===== src/hw/rtl/routing_mask_fnv_digest_unit_macros.svh =====
// assertion macros for the routing mask digest unit
`ifndef ROUTING_MASK_FNV_DIGEST_UNIT_MACROS_SVH
`define ROUTING_MASK_FNV_DIGEST_UNIT_MACROS_SVH

// same-cycle implication, checked on clk outside reset
`define RMFD_ASSERT_SAME(label, ante, cons, msg) \
  label: assert property (@(posedge clk) disable iff (!rst_n) (ante) |-> (cons)) \
    else $error(msg);

// next-cycle implication, checked on clk outside reset
`define RMFD_ASSERT_NEXT(label, ante, cons, msg) \
  label: assert property (@(posedge clk) disable iff (!rst_n) (ante) |=> (cons)) \
    else $error(msg);

`endif


===== src/hw/rtl/rmfd_pkg.sv =====
// shared types, constants and helpers for the routing mask digest unit
package rmfd_pkg;

  // item field widths
  localparam int ACT_W  = 2;
  localparam int VAL_W  = 64;
  localparam int CNT64_W = 64;
  localparam int PEND_W = 9;

  typedef logic [ACT_W-1:0]   action_t;
  typedef logic [VAL_W-1:0]   value_t;
  typedef logic [CNT64_W-1:0] count64_t;
  typedef logic [PEND_W-1:0]  pend_t;

  // action codes
  localparam action_t ACT_MASK     = 2'd0;
  localparam action_t ACT_FOLD_END = 2'd1;
  localparam action_t ACT_PLAIN    = 2'd2;

  // fnv-1a offset basis
  localparam value_t FNV_BASIS = 64'hcbf29ce484222325;

  // bytes folded per item and the byte counter width
  localparam int BYTES = VAL_W / 8;
  localparam int CNT_W = $clog2(BYTES);

  // pending bit count saturates at min(words * 32, field max)
  localparam int MAX_MASK_WORDS = 8;
  localparam int MASK_W         = 32;
  localparam int PEND_FIELD_MAX = (1 << PEND_W) - 1;
  localparam int PEND_CAP_RAW   = MAX_MASK_WORDS * MASK_W;
  localparam int PEND_CAP_INT   = (PEND_CAP_RAW > PEND_FIELD_MAX) ? PEND_FIELD_MAX
                                                                  : PEND_CAP_RAW;
  localparam pend_t PEND_CAP    = PEND_W'(PEND_CAP_INT);

  // per-item set bit count, 0..32
  localparam int IBITS_W = $clog2(MASK_W + 1);

  typedef enum logic [1:0] {
    ST_IDLE,
    ST_BUSY,
    ST_HOLD
  } st_t;

  // set bits in one byte
  function automatic logic [3:0] popcount8(input logic [7:0] b);
    logic [3:0] n;
    n = '0;
    for (int i = 0; i < 8; i++) begin
      n = n + 4'(b[i]);
    end
    return n;
  endfunction

endpackage


===== src/hw/rtl/rmfd_fold_unit.sv =====
// one fnv-1a byte step: xor the byte in, multiply by the fnv prime mod 2^64
module rmfd_fold_unit import rmfd_pkg::*; (
  input  value_t     hash_i,
  input  logic [7:0] byte_i,
  output value_t     hash_o
);

  value_t x;

  // xor the byte into the low bits
  assign x = hash_i ^ {{(VAL_W-8){1'b0}}, byte_i};

  // prime 0x100000001b3 = 2^40 + 0x1b3, and 0x1b3 = 2^8+2^7+2^5+2^4+2^1+2^0
  assign hash_o = (x << 40) + (x << 8) + (x << 7) + (x << 5) + (x << 4)
                + (x << 1) + x;

endmodule


===== config.mk =====
export PLATFORM = sky130hd
export DESIGN_NAME = rmfd_fold_unit
export DESIGN_NICKNAME = d
export VERILOG_FILES = /design/src/hw/rtl/routing_mask_fnv_digest_unit_macros.svh /design/src/hw/rtl/rmfd_pkg.sv /design/src/hw/rtl/rmfd_fold_unit.sv
export SDC_FILE = /design/constraint.sdc
export NUM_CORES = 1
export LEC_CHECK = 0
export ABC_AREA = 1
export BUFFER_PORTS_ARGS = -buffer_cell sky130_fd_sc_hd__buf_2
export CAP_MARGIN = 20
export CORE_MARGIN = 1
export CORE_UTILIZATION = 60
export DETAILED_ROUTE_END_ITERATION = 6
export PLACE_DENSITY = 0.9
export SETUP_SLACK_MARGIN = 0.2
export SLEW_MARGIN = 20
export SYNTH_ARGS = -nofsm -noshare
export SYNTH_HDL_FRONTEND = slang
export SYNTH_SLANG_ARGS = --single-unit

===== constraint.sdc =====
create_clock -name vclk -period 12.3
set_input_delay 2.46 -clock vclk [all_inputs]
set_output_delay 2.46 -clock vclk [all_outputs]
set_load 0.1 [all_outputs]

---- Yosys cells after proc, flatten, opt, wreduce, memory -nomap -nowiden ----
Cells that the tools add are included.
word-level totals
  flip-flop bits (word level) ............. 0
  bits in latches ......................... 0
  memory bits (writable) .................. 0
  bits in read-only memories .............. 0
  input port bits ......................... 72
  output and inout bits ................... 64
  word-level logic and storage cells ...... 7
  memories kept ........................... 0
cells by class
  add/subtract/negate cells ............... 6
  $mul .................................... 0
  divide/modulo/power cells ............... 0
  order comparisons ....................... 0
  equal/unequal tests ..................... 0
  shift operators ......................... 0
  muxes and demuxes ....................... 0
  bitwise operators ....................... 1
  reduce and logical (&&, ||, !) cells .... 0
operators by type and width
  operator                                        number
  64-bit adder                                    6
  64-bit by 8-bit bitwise XOR with 64-bit output  1

---- Depth between registers and ports, before layout ----
  word-level depth ........................ 7
  gate-level depth with buffers ........... 25

---- Worst setup path before layout ----
No wires, ideal clock.
  path kind ............................... input port to output port
  from .................................... input port byte_i[0]
  to ...................................... output port hash_o[36]
  data arrival time ....................... 7.920 ns
  setup slack ............................. 1.920 ns
  stages .................................. 17
  path buffers ............................ 0
  path through ............................ xnor2_1 -> inv_1 -> ha_1 -> inv_1 -> xor2_1 -> fa_1 -> fa_1 -> ha_1 -> ha_1 -> nand2_1 -> nor2_1 -> nand2_1 -> nand2_1 -> nand2_1 -> nand2_1 -> a21oi_1 -> xnor2_1
on the way
  longest elaborated chain between the ends .. 7
ends and longest elaborated chain
  element                                           RTL line              source
  start: declaration                                rmfd_fold_unit.sv:4   input logic [7:0] byte_i,
  64-bit by 8-bit bitwise XOR with 64-bit output *  rmfd_fold_unit.sv:11  assign x = hash_i ^ {{(VAL_W-8){1'b0}}, byte_i};
  64-bit adder (4 in series)                        rmfd_fold_unit.sv:14  assign hash_o = (x << 40) + (x << 8) + (x << 7) + (x << 5) + (x << 4)
  64-bit adder                                      rmfd_fold_unit.sv:15  + (x << 1) + x;
  64-bit adder *                                    rmfd_fold_unit.sv:15
  end: declaration                                  rmfd_fold_unit.sv:5   output value_t hash_o
Mark *: on every way between the ends. The rest lies on a longest branch, timed or not.

---- Worst setup path in the final report ----
  from .................................... input port byte_i[3]
  to ...................................... output port hash_o[50]
Same word-level chain as after synthesis.

==> metrics <==
critical path's largest stage delay 0.55 ns; RD Place Congestion 1.06; Core Util, Final 67.1%; Yosys Warn Count 0; GRT overflow 0; post-synthesis sequential area ratio 0%; Syn Std Cell Area 12,700 µm²; adder-cell share of the synthesized area 49.3%; XOR/XNOR Fraction of Synth Area 3.64%; Yosys top cell area share 38.5%; number of nets with antenna violations after routing 0; DIE AREA 21,800 µm²; status complete, no violations; initial core utilization 62.1%; Synth area leader fa_1; vias in the first global route 12,300; TritonRoute pass-1 iters 5; hold_buf cts 0; Antenna Cells 0; Slew HR 52.7%; largest net degree at the start of global routing 10; crit path kind input port to output pin; Syn Nets 2,326; worst-path cell chain buf_2 > xor2_1 > inv_1 > fa_1 > inv_1 > fa_1 > fa_1 > ha_1 > ha_1 > nand2_1 > nor2_1 > nand2_1 > inv_1 > nand2_1 > nand2_1 > nand3_1 > nand3_1 > nand2_1 > nand2_1 > buf_2; Hold WC Path Type input port to output pin; buffer and inverter count on the worst path 5; post-synthesis compound-gate area fraction 2.02%; nets@finish 2,464; GRT Util Overall 39.2%; average vias per placed instance 5.14; DRT Wirelength 40,800 µm; CORE AREA 20,500 µm²; clkbuf count 0; CP most frequent cell nand2_1; Setup Fix Bufs, Post-CTS 0; Critical Path End Type output pin; crit path launch type input port; pins over their slew limit 0; first-pass GRT wire length 64,400 µm; sequential cell count 0; post-CTS resize count 0; Worst Max-Slew Pin Slew 0.706 ns; WP data required 9.84 ns; post-synthesis mux area share 0%; largest fanout on the critical path 5; port bufs 136; FMAX 100 MHz; max cap viols 0; number of remaining DRC errors 0; CP max-delay cell fa_1; final number of hold-violating endpoints 0; drt first-iter violations 874; Syn-to-layout area delta 8.00%; synth unique cells 24; unrepaired setup endpoints after global routing no; period utilization 81.0%; share of layout cells above drive strength 1 8.94%; Synth Instances 1,899; Final min period 9.96 ns; family with the most delay on the worst path adder cells; Worst EP arrival 7.50 ns; Setup violations, final 0; vias 11,800; largest family of logic cells by synthesized area adder cells; largest cells by area after synthesis fa_1 39%, inv_1 20%, nand2_1 16%, ha_1 11%, xor2_1 2.4%; Avg Synthesized Cell Area 6.71 µm²; I/O Pins 136; Die Y 148 µm; setup TNS 0 ns; FF/Latch Area 0 µm²; Die Wd 148 µm; # rows 52; fill count 1,904; Synth Area in Simple Gates 25.0%; DP HPWL 37,500 µm; drt wl/cell 17.7 µm; initial antenna violation count 0
## placed cells by master, fill, tap and decap left out
master    count
inv_1       675
nand2_1     550
fa_1        245
buf_2       136
ha_1        110
nor2_1       81
nand3_1      58
a21oi_1      38
xor2_1       35
nand4_1      22
xnor2_1      16
nor2_2       16
nand3_2      10
nand2_2       8
nor3_1        6
o21ai_0       6
o21bai_1      5
inv_2         4
and2_1        4
or2_2         3
nor3_2        2
nand3b_1      2
xnor2_2       1
nor3_4        1
nor2_4        1
## final timing paths
kind / to / start / slack, ns / depth (start not counted)
max: hash_o[50] / byte_i[3] / 2.34 / 20
min: hash_o[1] / hash_i[0] / 5.74 / 5
## Yosys cell counts
cell type	count
a21oi_1	38
and2_1	4
fa_1	245
ha_1	110
inv_1	675
inv_2	4
nand2_1	550
nand2_2	8
nand3_1	58
nand3_2	10
nand3b_1	2
nand4_1	22
nor2_1	81
nor2_2	16
nor2_4	1
nor3_1	6
nor3_2	2
nor3_4	1
o21ai_0	6
o21bai_1	5
or2_2	3
xnor2_1	16
xnor2_2	1
xor2_1	35
## per-layer routing
layer | track usage [%] | up-vias | share of wire (%)
li1 | - | 5605 | -
met1 | 50.1 | 5655 | 40
met2 | 69.5 | 501 | 49
met3 | 3.18 | 87 | 6.6
met4 | 14.4 | 0 | 4.1
met5 | 0 | - | 0
## cells by family after synthesis
logic type / Yosys count
AO/OA/AOI/OAI: 49
XOR/XNOR: 52
adder cells (fa/ha/maj): 355
buffers and inverters: 679
AND/OR/NAND/NOR: 764
## area by class of cell
cell class | instances | area, µm² | area share [%]
Tap cell | 270 | 338 | 2.46
Multi-Input combinational cell | 1220 | 10200 | 74.1
Timing Repair Buffer | 136 | 681 | 4.95
Inverter | 679 | 2550 | 18.5
## stage by stage
stage	setup WS, ns	hold WS (ns)	cells	cell area [µm²]
floorplan	1.92	5.56	1899	12700
global placement	2.38	5.71	2305	13800
detailed placement	2.38	5.75	2305	13800
CTS	2.37	5.75	2305	13800
global route	2.09	5.82	2305	13800
finish	2.34	5.74	2305	13800
## worst min-delay path, cell delays in order
cell	delay (ns)
buf_2	0.08
xnor2_1	0.19
xnor2_1	0.20
inv_1	0.06
buf_2	0.29
Power is not shown: default switching activity piles up to over one toggle a cycle in this logic, so the estimate is an artifact.
